### config.mk
export PLATFORM = sky130hd
export DESIGN_NAME = bldc_sensorless_commutator_flat
export DESIGN_NICKNAME = d
export VERILOG_FILES = /design/src/hw/rtl/bsc_pkg.sv /design/src/hw/rtl/bsc_if.sv /design/src/hw/rtl/bldc_sensorless_commutator.sv /design/src/flat_wrapper.sv
export SDC_FILE = /design/constraint.sdc
export NUM_CORES = 1
export LEC_CHECK = 0
export ABC_AREA = 1
export CORE_MARGIN = 3
export CORE_UTILIZATION = 65
export CTS_CLUSTER_DIAMETER = 50
export DETAILED_ROUTE_END_ITERATION = 8
export DONT_BUFFER_PORTS = 1
export GPL_TIMING_DRIVEN = 0
export PLACE_DENSITY = 0.8
export SYNTH_ARGS = -nofsm -noshare
export SYNTH_HDL_FRONTEND = slang
export SYNTH_SLANG_ARGS = --single-unit
### constraint.sdc
create_clock -name clk -period 5.6 [get_ports clk]
set_clock_uncertainty 0.2 [all_clocks]
set_input_delay 0.28 -clock clk [delete_from_list [all_inputs] [get_ports clk]]
set_output_delay 0.28 -clock clk [all_outputs]
set_load 0.005 [all_outputs]
### src/hw/rtl/bsc_pkg.sv
package bsc_pkg;

    // Counter and converter widths.
    localparam int COUNT_BITS = 32;
    localparam int ADC_BITS = 12;

    // Fixed field widths.
    localparam int HALF_BITS = 31;
    localparam int CMP_BITS = 33;
    localparam int PHASE_BITS = 12;
    localparam int THROTTLE_BITS = 16;
    localparam int CFG_INDEX_BITS = 3;
    localparam int CFG_DATA_BITS = 31;
    localparam int LAST_STEP = 5;

    // Register reset values.
    localparam logic [15:0] START_THROTTLE_RST = 16'd50;
    localparam logic [15:0] START_DELAY_RST = 16'd5;
    localparam logic [3:0] BLANK_COUNT_RST = 4'd2;
    localparam logic [HALF_BITS-1:0] FAST_LIMIT_RST = 31'd12000;

    typedef enum logic [1:0] {
        ACT_TICK = 2'd0,
        ACT_SAMPLE = 2'd1,
        ACT_SUPERVISE = 2'd2
    } action_t;

    typedef enum logic [CFG_INDEX_BITS-1:0] {
        CFG_REVERSE_DIR = 3'd0,
        CFG_START_THROTTLE = 3'd1,
        CFG_START_DELAY = 3'd2,
        CFG_BLANK_COUNT = 3'd3,
        CFG_FAST_LIMIT = 3'd4
    } cfg_index_t;

    typedef enum logic [1:0] {
        PH_A = 2'd0,
        PH_B = 2'd1,
        PH_C = 2'd2
    } phase_sel_t;

    typedef struct packed {
        logic [1:0] action;
        logic [PHASE_BITS-1:0] phase_a;
        logic [PHASE_BITS-1:0] phase_b;
        logic [PHASE_BITS-1:0] phase_c;
        logic [PHASE_BITS-1:0] neutral_level;
        logic [THROTTLE_BITS-1:0] throttle;
    } item_t;

    typedef struct packed {
        logic [5:0] gates;
        logic [2:0] step;
        logic running;
        logic commutated;
        logic zero_cross;
        logic [HALF_BITS-1:0] half_interval;
        logic slow_start;
    } result_t;

    // Gate pattern for a step, forward or reverse rotation.
    function automatic logic [5:0] gate_lookup(input logic rev, input logic [2:0] pos);
        logic [5:0] g;
        case (pos)
            3'd0: g = rev ? 6'h0A : 6'h11;
            3'd1: g = rev ? 6'h0C : 6'h14;
            3'd2: g = rev ? 6'h14 : 6'h0C;
            3'd3: g = rev ? 6'h11 : 6'h0A;
            3'd4: g = rev ? 6'h21 : 6'h22;
            3'd5: g = rev ? 6'h22 : 6'h21;
            default: g = 6'h00;
        endcase
        return g;
    endfunction

    // Floating phase watched during a step.
    function automatic phase_sel_t sense_phase(input logic rev, input logic [2:0] pos);
        phase_sel_t s;
        case (pos)
            3'd1: s = rev ? PH_B : PH_A;
            3'd2: s = rev ? PH_A : PH_B;
            3'd4: s = rev ? PH_B : PH_A;
            3'd5: s = rev ? PH_A : PH_B;
            default: s = PH_C;
        endcase
        return s;
    endfunction

endpackage

### src/hw/rtl/bsc_if.sv
// Input item channel.
interface bsc_item_if;
    logic valid;
    logic ready;
    bsc_pkg::item_t data;

    modport source (output valid, output data, input ready);
    modport sink (input valid, input data, output ready);
endinterface

// Result item channel.
interface bsc_result_if;
    logic valid;
    logic ready;
    bsc_pkg::result_t data;

    modport source (output valid, output data, input ready);
    modport sink (input valid, input data, output ready);
endinterface

// Register write channel.
interface bsc_cfg_if;
    logic valid;
    logic ready;
    logic [bsc_pkg::CFG_INDEX_BITS-1:0] index;
    logic [bsc_pkg::CFG_DATA_BITS-1:0] data;

    modport source (output valid, output index, output data, input ready);
    modport sink (input valid, input index, input data, output ready);
endinterface

### src/hw/rtl/bldc_sensorless_commutator.sv
// Six-step sensorless BLDC commutation controller.
//
// Channels: item carries one action (tick, PWM phase sample or supervisor
// check) with the phase samples, neutral level and throttle; result returns
// exactly one item per input transfer with gates, step, run state, event
// flags, the last half interval and the slow start flag. cfg writes one of
// five registers by index; it is always ready and should only be used while
// the block is idle.
//
// An input transfer passes through the input register, then the state update
// and result register, before its result can be taken. Throughput is one item
// per cycle while the result receiver does not stall; the tick counter, compare
// and state update all fit in the single pass between those registers.
//
// Reset clears both pipeline registers, loads the default register values
// and puts the motor in the stopped state with all switches off. When the
// result receiver stalls, the result register holds and the input register
// fills; item.ready then drops until the result is taken.
module bldc_sensorless_commutator (
    input logic clk,
    input logic rst_n,
    bsc_item_if.sink item,
    bsc_result_if.source result,
    bsc_cfg_if.sink cfg
);

    // Configuration registers.
    logic reverse_dir_reg;
    logic [15:0] start_throttle_reg;
    logic [15:0] start_delay_reg;
    logic [3:0] blank_count_reg;
    logic [bsc_pkg::HALF_BITS-1:0] fast_limit_reg;

    // Controller state.
    logic [2:0] position_reg, position_next;
    logic run_reg, run_next;
    logic [bsc_pkg::COUNT_BITS-1:0] tick_reg, tick_next;
    logic [bsc_pkg::HALF_BITS-1:0] compare_reg, compare_next;
    logic [3:0] blank_left_reg, blank_left_next;
    logic armed_reg, armed_next;
    logic slow_reg, slow_next;
    logic [5:0] gate_reg, gate_next;
    logic [bsc_pkg::HALF_BITS-1:0] last_half_reg, last_half_next;

    // Pipeline registers.
    bsc_pkg::item_t item_reg;
    logic item_valid_reg;
    bsc_pkg::result_t result_reg;
    logic result_valid_reg;

    logic advance;
    logic did_comm, did_zc;
    logic [bsc_pkg::COUNT_BITS-1:0] tick_inc;
    logic [2:0] pos_adv;
    logic [2:0] sense_pos;
    bsc_pkg::phase_sel_t sel;
    logic [bsc_pkg::ADC_BITS-1:0] level, sensed;
    logic hit;
    logic all_zero;
    logic run_after_stop;
    logic [bsc_pkg::HALF_BITS-1:0] half;

    // The input stage moves on whenever the result register is free or drained.
    assign advance = item_valid_reg && (!result_valid_reg || result.ready);
    assign item.ready = !item_valid_reg || advance;
    assign cfg.ready = 1'b1;
    assign result.valid = result_valid_reg;
    assign result.data = result_reg;

    // Configuration writes.
    always_ff @(posedge clk or negedge rst_n)
    begin
        if (!rst_n)
        begin
            reverse_dir_reg <= 1'b0;
            start_throttle_reg <= bsc_pkg::START_THROTTLE_RST;
            start_delay_reg <= bsc_pkg::START_DELAY_RST;
            blank_count_reg <= bsc_pkg::BLANK_COUNT_RST;
            fast_limit_reg <= bsc_pkg::FAST_LIMIT_RST;
        end
        else if (cfg.valid)
        begin
            case (cfg.index)
                bsc_pkg::CFG_REVERSE_DIR: reverse_dir_reg <= cfg.data[0];
                bsc_pkg::CFG_START_THROTTLE: start_throttle_reg <= cfg.data[15:0];
                bsc_pkg::CFG_START_DELAY: start_delay_reg <= cfg.data[15:0];
                bsc_pkg::CFG_BLANK_COUNT: blank_count_reg <= cfg.data[3:0];
                bsc_pkg::CFG_FAST_LIMIT: fast_limit_reg <= cfg.data;
                default: ;
            endcase
        end
    end

    // Input register.
    always_ff @(posedge clk or negedge rst_n)
    begin
        if (!rst_n)
        begin
            item_valid_reg <= 1'b0;
        end
        else if (item.ready)
        begin
            item_valid_reg <= item.valid;
        end
    end

    always_ff @(posedge clk)
    begin
        if (item.valid && item.ready)
        begin
            item_reg <= item.data;
        end
    end

    // Shared helper values for the actions.
    always_comb
    begin
        tick_inc = tick_reg + 1'b1;
        pos_adv = (position_reg >= 3'(bsc_pkg::LAST_STEP)) ? 3'd0 : position_reg + 3'd1;
        sense_pos = (position_reg <= 3'(bsc_pkg::LAST_STEP)) ? position_reg : 3'd0;
        sel = bsc_pkg::sense_phase(reverse_dir_reg, sense_pos);
        level = bsc_pkg::ADC_BITS'(item_reg.neutral_level);
        case (sel)
            bsc_pkg::PH_A: sensed = bsc_pkg::ADC_BITS'(item_reg.phase_a);
            bsc_pkg::PH_B: sensed = bsc_pkg::ADC_BITS'(item_reg.phase_b);
            default: sensed = bsc_pkg::ADC_BITS'(item_reg.phase_c);
        endcase
        hit = sense_pos[0] ? (level > sensed) : (sensed > level);
        half = bsc_pkg::HALF_BITS'(tick_reg >> 1);
        all_zero = (bsc_pkg::ADC_BITS'(item_reg.phase_a) == '0)
                && (bsc_pkg::ADC_BITS'(item_reg.phase_b) == '0)
                && (bsc_pkg::ADC_BITS'(item_reg.phase_c) == '0);
        run_after_stop = run_reg && !all_zero;
    end

    // Next state for the item in the input register.
    always_comb
    begin
        position_next = position_reg;
        run_next = run_reg;
        tick_next = tick_reg;
        compare_next = compare_reg;
        blank_left_next = blank_left_reg;
        armed_next = armed_reg;
        slow_next = slow_reg;
        gate_next = gate_reg;
        last_half_next = last_half_reg;
        did_comm = 1'b0;
        did_zc = 1'b0;
        case (item_reg.action)
            bsc_pkg::ACT_TICK:
            begin
                if (!(&tick_reg))
                begin
                    tick_next = tick_inc;
                    if (run_reg && (bsc_pkg::CMP_BITS'(tick_inc)
                                    == bsc_pkg::CMP_BITS'(compare_reg)))
                    begin
                        position_next = pos_adv;
                        gate_next = bsc_pkg::gate_lookup(reverse_dir_reg, pos_adv);
                        blank_left_next = blank_count_reg;
                        armed_next = 1'b1;
                        did_comm = 1'b1;
                    end
                end
            end
            bsc_pkg::ACT_SAMPLE:
            begin
                if (blank_left_reg != 4'd0)
                begin
                    blank_left_next = blank_left_reg - 4'd1;
                end
                else if (armed_reg && hit)
                begin
                    did_zc = 1'b1;
                    armed_next = 1'b0;
                    last_half_next = half;
                    compare_next = half;
                    tick_next = '0;
                    if (half < fast_limit_reg)
                    begin
                        slow_next = 1'b0;
                    end
                end
            end
            bsc_pkg::ACT_SUPERVISE:
            begin
                // Stop test first, then the start test on the updated run state.
                if (all_zero)
                begin
                    run_next = 1'b0;
                    armed_next = 1'b0;
                    gate_next = 6'h00;
                end
                if (!run_after_stop && (item_reg.throttle > start_throttle_reg))
                begin
                    tick_next = '0;
                    compare_next = bsc_pkg::HALF_BITS'(start_delay_reg);
                    run_next = 1'b1;
                end
            end
            default: ;
        endcase
    end

    // State update.
    always_ff @(posedge clk or negedge rst_n)
    begin
        if (!rst_n)
        begin
            position_reg <= 3'd0;
            run_reg <= 1'b0;
            tick_reg <= '0;
            compare_reg <= '0;
            blank_left_reg <= 4'd1;
            armed_reg <= 1'b0;
            slow_reg <= 1'b1;
            gate_reg <= 6'h00;
            last_half_reg <= '0;
        end
        else if (advance)
        begin
            position_reg <= position_next;
            run_reg <= run_next;
            tick_reg <= tick_next;
            compare_reg <= compare_next;
            blank_left_reg <= blank_left_next;
            armed_reg <= armed_next;
            slow_reg <= slow_next;
            gate_reg <= gate_next;
            last_half_reg <= last_half_next;
        end
    end

    // Result register valid.
    always_ff @(posedge clk or negedge rst_n)
    begin
        if (!rst_n)
        begin
            result_valid_reg <= 1'b0;
        end
        else if (advance)
        begin
            result_valid_reg <= 1'b1;
        end
        else if (result.ready)
        begin
            result_valid_reg <= 1'b0;
        end
    end

    // Result payload.
    always_ff @(posedge clk)
    begin
        if (advance)
        begin
            result_reg.gates <= gate_next;
            result_reg.step <= position_next;
            result_reg.running <= run_next;
            result_reg.commutated <= did_comm;
            result_reg.zero_cross <= did_zc;
            result_reg.half_interval <= last_half_next;
            result_reg.slow_start <= slow_next;
        end
    end

endmodule

### src/flat_wrapper.sv
// flat-port wrapper written by rule: the top's interface ports become plain ports
module bldc_sensorless_commutator_flat 
  (clk, rst_n, item_valid, item_data, item_ready, result_valid, result_data, result_ready, cfg_valid, cfg_index, cfg_data, cfg_ready);
  bsc_item_if item_i ();
  bsc_result_if result_i ();
  bsc_cfg_if cfg_i ();
  input logic clk;
  input logic rst_n;
  input wire logic [$bits(item_i.valid)-1:0] item_valid;
  input wire logic [$bits(item_i.data)-1:0] item_data;
  output wire logic [$bits(item_i.ready)-1:0] item_ready;
  output wire logic [$bits(result_i.valid)-1:0] result_valid;
  output wire logic [$bits(result_i.data)-1:0] result_data;
  input wire logic [$bits(result_i.ready)-1:0] result_ready;
  input wire logic [$bits(cfg_i.valid)-1:0] cfg_valid;
  input wire logic [$bits(cfg_i.index)-1:0] cfg_index;
  input wire logic [$bits(cfg_i.data)-1:0] cfg_data;
  output wire logic [$bits(cfg_i.ready)-1:0] cfg_ready;
  assign item_i.valid = item_valid;
  assign item_i.data = item_data;
  assign item_ready = item_i.ready;
  assign result_valid = result_i.valid;
  assign result_data = result_i.data;
  assign result_i.ready = result_ready;
  assign cfg_i.valid = cfg_valid;
  assign cfg_i.index = cfg_index;
  assign cfg_i.data = cfg_data;
  assign cfg_ready = cfg_i.ready;
  bldc_sensorless_commutator u_core (.clk(clk), .rst_n(rst_n), .item(item_i), .result(result_i), .cfg(cfg_i));
endmodule
=== Yosys cells after proc, flatten, opt, wreduce, memory -nomap -nowiden ===
Index checks and enable logic that the tools add are counted.

* Flip-flop bits (word level): 290
* Output and inout bits: 47
* Word-level logic and storage cells: 158

* Add/subtract/negate cells: 3
* $lt $le $gt $ge: 6
* Eq/ne operators: 24
* Muxes and demuxes: 54
* Bitwise gates (word level): 2
* Reduce and logical (&&, ||, !) cells: 40

{| class="wikitable"
|+ Operators with widths
! operator !! number
|-
| 31-bit two-way mux || 6
|-
| 32-bit two-way mux || 4
|-
| 32-bit case mux with 3 select lines || 1
|-
| 31-bit case mux with 2 select lines || 1
|-
| 12-bit zero test || 3
|-
| 6-bit case mux with 6 select lines || 1
|-
| 32-bit by 1-bit adder with 32-bit output, second input constant || 1
|-
| 32-bit by 31-bit == test with 1-bit output || 1
|-
| 32-bit AND reduction || 1
|-
| 31-bit < comparator || 1
|-
| 12-bit greater-than comparator || 2
|-
| 12-bit case mux with 2 select lines || 1
|-
| 5-bit two-way mux || 4
|-
| 1-bit two-way mux || 19
|-
| 6-bit two-way mux || 3
|-
| 16-bit greater-than comparator || 1
|-
| 3-bit by 2-bit == test with 1-bit output, second input constant || 5
|-
| 3-bit == test, second input constant || 5
|-
| 3-bit two-way mux || 5
|-
| 4-bit two-way mux || 3
|-
| 6-bit case mux with 2 select lines || 1
|-
| 2-bit by 1-bit inequality test with 1-bit output, second input constant || 5
|-
| 2-bit AND reduction || 5
|-
| 5-bit AND reduction || 2
|-
| other kinds (24) || 48
|}

=== Longest topological paths before layout ===
* Depth after elaboration: 13
* Depth in mapped cells: 26
* Gate-level depth less buffers: 24

=== Worst setup path after synthesis ===
OpenSTA, ideal clock, no wires.

* Kind: register -> register
* From: register u_core.position_reg[1]
* To: register u_core.result_reg, in the netlist u_core.result.data[0], data pin
* Arrival: 3.297 ns
* Path slack: 1.853 ns
* Stages on the path, launching flop included: 25
* Path buffers: 3
* Period minus slack after synthesis: 3.747 ns
* Path through: dfrtp_1 clkbuf_1 inv_1 nor3_1 a211o_1 nand2_1 inv_1 nor2_1 inv_1 clkbuf_1 o221ai_1 ha_1 a21oi_1 nor2_1 a211oi_1 nand3_1 a21boi_0 nand2_1 inv_1 nand3_1 clkbuf_1 nor2_1 nand2_1 nand2_1 inv_1

* Cells in the longest elaborated chain, start to end: 13
* Elaborated cells on any way between the ends: 19
* Those cells by class: order compare: 3; eq/ne: 5; mux: 7; reduce/logical: 4

{| class="wikitable"
|+ Ends and longest elaborated chain
! what !! RTL line !! text
|-
| start, declared || bldc_sensorless_commutator.sv:35 || <nowiki>logic [2:0] position_reg, position_next;</nowiki>
|-
| start signal, assigned || bldc_sensorless_commutator.sv:223 || <nowiki>position_reg <= position_next;</nowiki>
|-
| 3-bit less-or-equal comparator || bldc_sensorless_commutator.sv:120 || <nowiki>sense_pos = (position_reg <= 3'(bsc_pkg::LAST_STEP)) ? position_reg : 3'd0;</nowiki>
|-
| 3-bit two-way mux (*) || bldc_sensorless_commutator.sv:120 ||
|-
| 3-bit by 2-bit == test with 1-bit output (tied with other cells) || bsc_pkg.sv:79 || <nowiki>case (pos)</nowiki>
|-
| 2-bit OR reduction (no line) || n/a ||
|-
| 2-bit case mux with 2 select lines || bsc_pkg.sv:79 ||
|-
| 2-bit by 1-bit == test with 1-bit output or 2-bit zero test (tied branches) || bldc_sensorless_commutator.sv:123 || <nowiki>case (sel)</nowiki>
|-
| 12-bit case mux with 2 select lines || bldc_sensorless_commutator.sv:123 ||
|-
| 12-bit greater-than comparator || bldc_sensorless_commutator.sv:128 || <nowiki>hit = sense_pos[0] ? (level > sensed) : (sensed > level);</nowiki>
|-
| 1-bit two-way mux (*) || bldc_sensorless_commutator.sv:128 ||
|-
| 1-bit logical AND (*) || bldc_sensorless_commutator.sv:173 || <nowiki>else if (armed_reg && hit)</nowiki>
|-
| 1-bit two-way mux (*) || bldc_sensorless_commutator.sv:173 ||
|-
| 1-bit two-way mux (*) || bldc_sensorless_commutator.sv:169 || <nowiki>if (blank_left_reg != 4'd0)</nowiki>
|-
| 1-bit two-way mux (*) || bldc_sensorless_commutator.sv:150 || <nowiki>case (item_reg.action)</nowiki>
|-
| via u_core.slow_next || bldc_sensorless_commutator.sv:41 || <nowiki>logic slow_reg, slow_next;</nowiki>
|-
| end, declared || bldc_sensorless_commutator.sv:48 || <nowiki>bsc_pkg::result_t result_reg;</nowiki>
|}

Mark *: on every way through the listed nets, which the timed path passes. The rest lies on a longest branch.
A chain may end at the register's enable or synchronous reset.

=== Worst setup path in the final report ===
* From: register u_core.position_reg[1]
* To: register u_core.compare_reg[2] in the netlist's numbering

* Cells in the longest elaborated chain, start to end: 12
* Elaborated cells on any way between the ends: 18
* Those cells by class: order compare: 3; eq/ne: 6; mux: 4; reduce/logical: 5

{| class="wikitable"
|+ Ends and longest elaborated chain
! what !! RTL line !! text
|-
| 3-bit less-or-equal comparator || bldc_sensorless_commutator.sv:120 ||
|-
| 3-bit two-way mux (*) || bldc_sensorless_commutator.sv:120 ||
|-
| 3-bit by 2-bit == test with 1-bit output (tied with other cells) || bsc_pkg.sv:79 ||
|-
| 2-bit OR reduction (no line) || n/a ||
|-
| 2-bit case mux with 2 select lines || bsc_pkg.sv:79 ||
|-
| 2-bit by 1-bit == test with 1-bit output or 2-bit zero test (tied branches) || bldc_sensorless_commutator.sv:123 ||
|-
| 12-bit case mux with 2 select lines || bldc_sensorless_commutator.sv:123 ||
|-
| 12-bit greater-than comparator || bldc_sensorless_commutator.sv:128 ||
|-
| 1-bit two-way mux (*) || bldc_sensorless_commutator.sv:128 ||
|-
| 1-bit logical AND (*) || bldc_sensorless_commutator.sv:173 ||
|-
| 2-bit by 1-bit inequality test with 1-bit output (no line) (*) || n/a ||
|-
| 5-bit AND reduction (no line) (*) || n/a ||
|-
| end signal, assigned || bldc_sensorless_commutator.sv:226 || <nowiki>compare_reg <= compare_next;</nowiki>
|-
| end, declared || bldc_sensorless_commutator.sv:38 || <nowiki>logic [bsc_pkg::HALF_BITS-1:0] compare_reg, compare_next;</nowiki>
|}

Mark *: on every way between the ends. The rest lies on a longest branch, timed or not.

==> run summary <==
The total die area was 24900 µm²; the remaining routing DRC violations was 0. The highest net fanout along the worst path was 10; the fraction of layout cells with a size suffix above 1 was 5.49%. The netlist area before placement was 15000 µm²; the signed area change from the synthesized netlist to the final layout was 18.3%. Timing would allow up to 191 MHz. The final worst slack was 374 ps; the HPWL reported at the end of detailed placement was 29200 µm. Counting along the longest clock path gives a buffer depth of 3. The tools report the pre-CTS worst setup slack as 474 ps. STA puts the critical path data arrival time at 5420 ps. The tools report the post-route antenna net violation count as 0.

The number of inserted diodes was 0. sky130_fd_sc_hd__dfrtp_1 takes more of the synthesized area than any other cell. The portion of synthesized cell area occupied by the leading cell type was 27.5%. Counting flops with a built-in enable in the synthesized netlist gives 110. The first global-routing pass estimated 70700 µm of wire. In this run the power density over the cells is 358 nW/µm². In this run the vertical extent of the chip is 158 µm. For the finished layout, the period the worst path requires is 5230 ps. STA classifies the critical path endpoint as a flip-flop. TritonCTS built the clock tree.

The run gives 1966 as the post-synth net total. For this block, the via count after detailed routing is 13600. The final global-route overflow total is 0.

Clock root buffer: sky130_fd_sc_hd__clkbuf_16. The layout net count was 2114. The tools report the overall track demand over capacity in global routing as 36.6%.

During placement, the flow inserted port buffers numbering 0. The routed design has 45200 µm of wire. After synthesis, the netlist uses 45 different library cells. With fillers left out, the area of the finished cells amounts to 17700 µm². The core box area is 22200 µm², and the share of synthesized registers carrying an async set or reset is 62.1%. The finished layout holds 2249 standard cells, fillers aside. For this configuration, the core starts out at a cell density of 67.5%. The run gives 13200 as the via count of the first global-routing pass.

By area the synthesized netlist is led by sky130_fd_sc_hd__dfrtp_1 28%, sky130_fd_sc_hd__edfxtp_1 22%, sky130_fd_sc_hd__nand2_1 15%. The die is 158 µm wide. The gate count of the mapped netlist is 1795.

Max-cap violations in this run came to 0. Pin slew with the least headroom to its limit: 1410 ps. The clock slew at the register clock pins of the worst setup and hold paths was 60 ps; the number of clock sinks was 290. Setup repair after global routing left no endpoint under its margin.

The H-tree was split into 2 levels. STA classifies the critical path startpoint as a flip-flop. The run gives 5800 ps as the required time at the endpoint of the critical path. In this run the count of I/O pins placed on the die edge is 152.

The part of the cycle the worst path needs works out to 93.3%. The analysis attributes to cell leakage a power of 8.48 nW. Power comes to 6.35 mW. The worst hold path belongs to the class in2reg.

The final-report max-slew violation count is 0. The logs give 0 for the initial antenna violation count and 54 for the number of placement rows. The top flip-flop cell by instance count after synthesis was sky130_fd_sc_hd__dfrtp_1. The synthesized design contains 290 register bits. The synthesized area per cell came out at 8.35 µm². Headroom to the max-slew limit came out at 5.01%. The placement-stage cell area was 15400 µm²; the number of failing hold endpoints at the final stage was 0. Of the synthesized area, sequential elements account for 52.2%. Path type of the worst setup path: reg2reg. At the end of routability-driven placement, the weighted congestion stood at 0.996. The vias per cell works out to 6.06. The run gives 0 as the number of setup violations in the final report. The first routing iteration left 1785 violations.

TritonCTS created 34 clock buffers. The run gives 0 ps as the setup TNS. The first detailed-routing pass ran for 6 iterations.

For the synthesis warning total, the log shows 0. The flip-flop count of the largest register, all copies and words added was 54. The latest clock arrival within the worst-skew pair was 520 ps; the number of setup buffers added after CTS was 0. Entering global routing, the biggest net connects 181 pins. For the cell count after placement, the log shows 2077.

In the final routed layout, each cell accounts on average for 20.1 µm. The layout has 1410 filler cells. The run finished with clean final reports. The worst vdd rail ir drop was 340 µV.
## path summary, 6_finish.rpt
| check | endpoint | from | slack (ps) | cells past startpoint |
|---|---|---|---|---|
| setup / recovery | u_core.compare_reg[2] | u_core.position_reg[1] | 370 | 24 |
| hold / removal | u_core.start_delay_reg[1] | cfg_valid | 70 | 5 |
| setup reg to reg | u_core.compare_reg[2] | u_core.position_reg[1] | 370 | 24 |
| hold reg to reg | u_core.slow_reg | u_core.slow_reg | 270 | 2 |
| max in group asynchronous | u_core.compare_reg[26] | rst_n | 4190 | 2 |
| min in group asynchronous | u_core.gate_reg[1] | rst_n | 330 | 2 |
## synthesized netlist by cell type (13+ instances only)
library cell,n
sky130_fd_sc_hd__o21ai_0,156
sky130_fd_sc_hd__clkbuf_1,56
sky130_fd_sc_hd__nand3_1,100
sky130_fd_sc_hd__dfrtp_1,165
sky130_fd_sc_hd__nand4_1,38
sky130_fd_sc_hd__dfstp_2,15
sky130_fd_sc_hd__ha_1,66
sky130_fd_sc_hd__a21oi_1,67
sky130_fd_sc_hd__edfxtp_1,110
sky130_fd_sc_hd__nand2_1,599
sky130_fd_sc_hd__nor2_1,124
sky130_fd_sc_hd__nand3b_1,13
sky130_fd_sc_hd__inv_1,190
## worst max-delay path: stages (launching register included)
cell and delay [ps]:
sky130_fd_sc_hd__dfrtp_1 350, sky130_fd_sc_hd__clkbuf_1 270, sky130_fd_sc_hd__inv_1 130, sky130_fd_sc_hd__nor3_1 230
sky130_fd_sc_hd__a211o_1 140, sky130_fd_sc_hd__nand2_1 70, sky130_fd_sc_hd__inv_1 100, sky130_fd_sc_hd__nor2_1 70
sky130_fd_sc_hd__inv_1 100, sky130_fd_sc_hd__clkbuf_1 420, sky130_fd_sc_hd__o221ai_1 280, sky130_fd_sc_hd__ha_1 380
sky130_fd_sc_hd__a21oi_1 170, sky130_fd_sc_hd__nor2_1 60, sky130_fd_sc_hd__a211oi_1 330, sky130_fd_sc_hd__nand3_1 160
sky130_fd_sc_hd__a21boi_0 190, sky130_fd_sc_hd__nand2_1 90, sky130_fd_sc_hd__nand2_1 130, sky130_fd_sc_hd__nand2_1 80
sky130_fd_sc_hd__nor2_2 340, sky130_fd_sc_hd__nand2_1 220, sky130_fd_sc_hd__clkbuf_1 330, sky130_fd_sc_hd__nand2_1 180
sky130_fd_sc_hd__nand2_1 70
## through the flow
stage,hold slack (ps),utilization (%)
after detailed placement,-211,69.2
after global placement,-212,69.0
final,66.0,79.8
after floorplan,-216,-
after CTS,10.8,79.7
after global routing,126,79.8
## cells by family after synthesis
family,count (synthesis),share of synthesized area [%]
compound gates,264,9.48
other cells,1,0.0250
flops,290,52.2
simple gates,918,26.1
fa+ha+maj,66,5.51
buf+inv,251,6.31
xor+xnor,5,0.384
## area by class of cell
cell class	count	area [µm²]	area share, %
well taps	280	350	1.98
clock buffers	45	1030	5.79
clock inverters	17	189	1.07
repair buffers	112	1160	6.53
plain buffers	58	224	1.26
flip-flops and latches	290	7830	44.1
inverters	193	724	4.08
multi-input cells	1254	6240	35.2
## layout by cell type (no fill, tap or decap), types with 13 or more instances in the layout
cell type	instances
sky130_fd_sc_hd__a21oi_1	67
sky130_fd_sc_hd__clkbuf_1	56
sky130_fd_sc_hd__clkbuf_16	38
sky130_fd_sc_hd__dfrtp_1	165
sky130_fd_sc_hd__dfstp_2	15
sky130_fd_sc_hd__dlygate4sd3_1	109
sky130_fd_sc_hd__edfxtp_1	110
sky130_fd_sc_hd__ha_1	66
sky130_fd_sc_hd__inv_1	189
sky130_fd_sc_hd__nand2_1	599
sky130_fd_sc_hd__nand3_1	99
sky130_fd_sc_hd__nand3b_1	13
sky130_fd_sc_hd__nand4_1	38
sky130_fd_sc_hd__nor2_1	122
sky130_fd_sc_hd__o21ai_0	156
## report_power, final
| group | switching [mW] | internal (mW) |
|---|---|---|
| clock | 0.902 | 1.44 |
| combinational | 0.910 | 0.444 |
| sequential | 0.162 | 2.49 |
| total | 1.97 | 4.37 |
## per-layer routing
layer,GRT usage (%),vias to the layer above,part of all wire (%)
met5,0,-,0
met4,12.5,0,3.8
met3,6.34,148,11
met2,58.5,882,46
met1,51.3,6404,40
li1,-,6202,-
## what timing repair did
action,4_1_cts,5_1_grt
hold buffers,110,0
endpoints found under the setup margin,0,57
hold endpoints to repair,316,0
gates resized for setup,0,6
(Power assumes the default switching activity.)
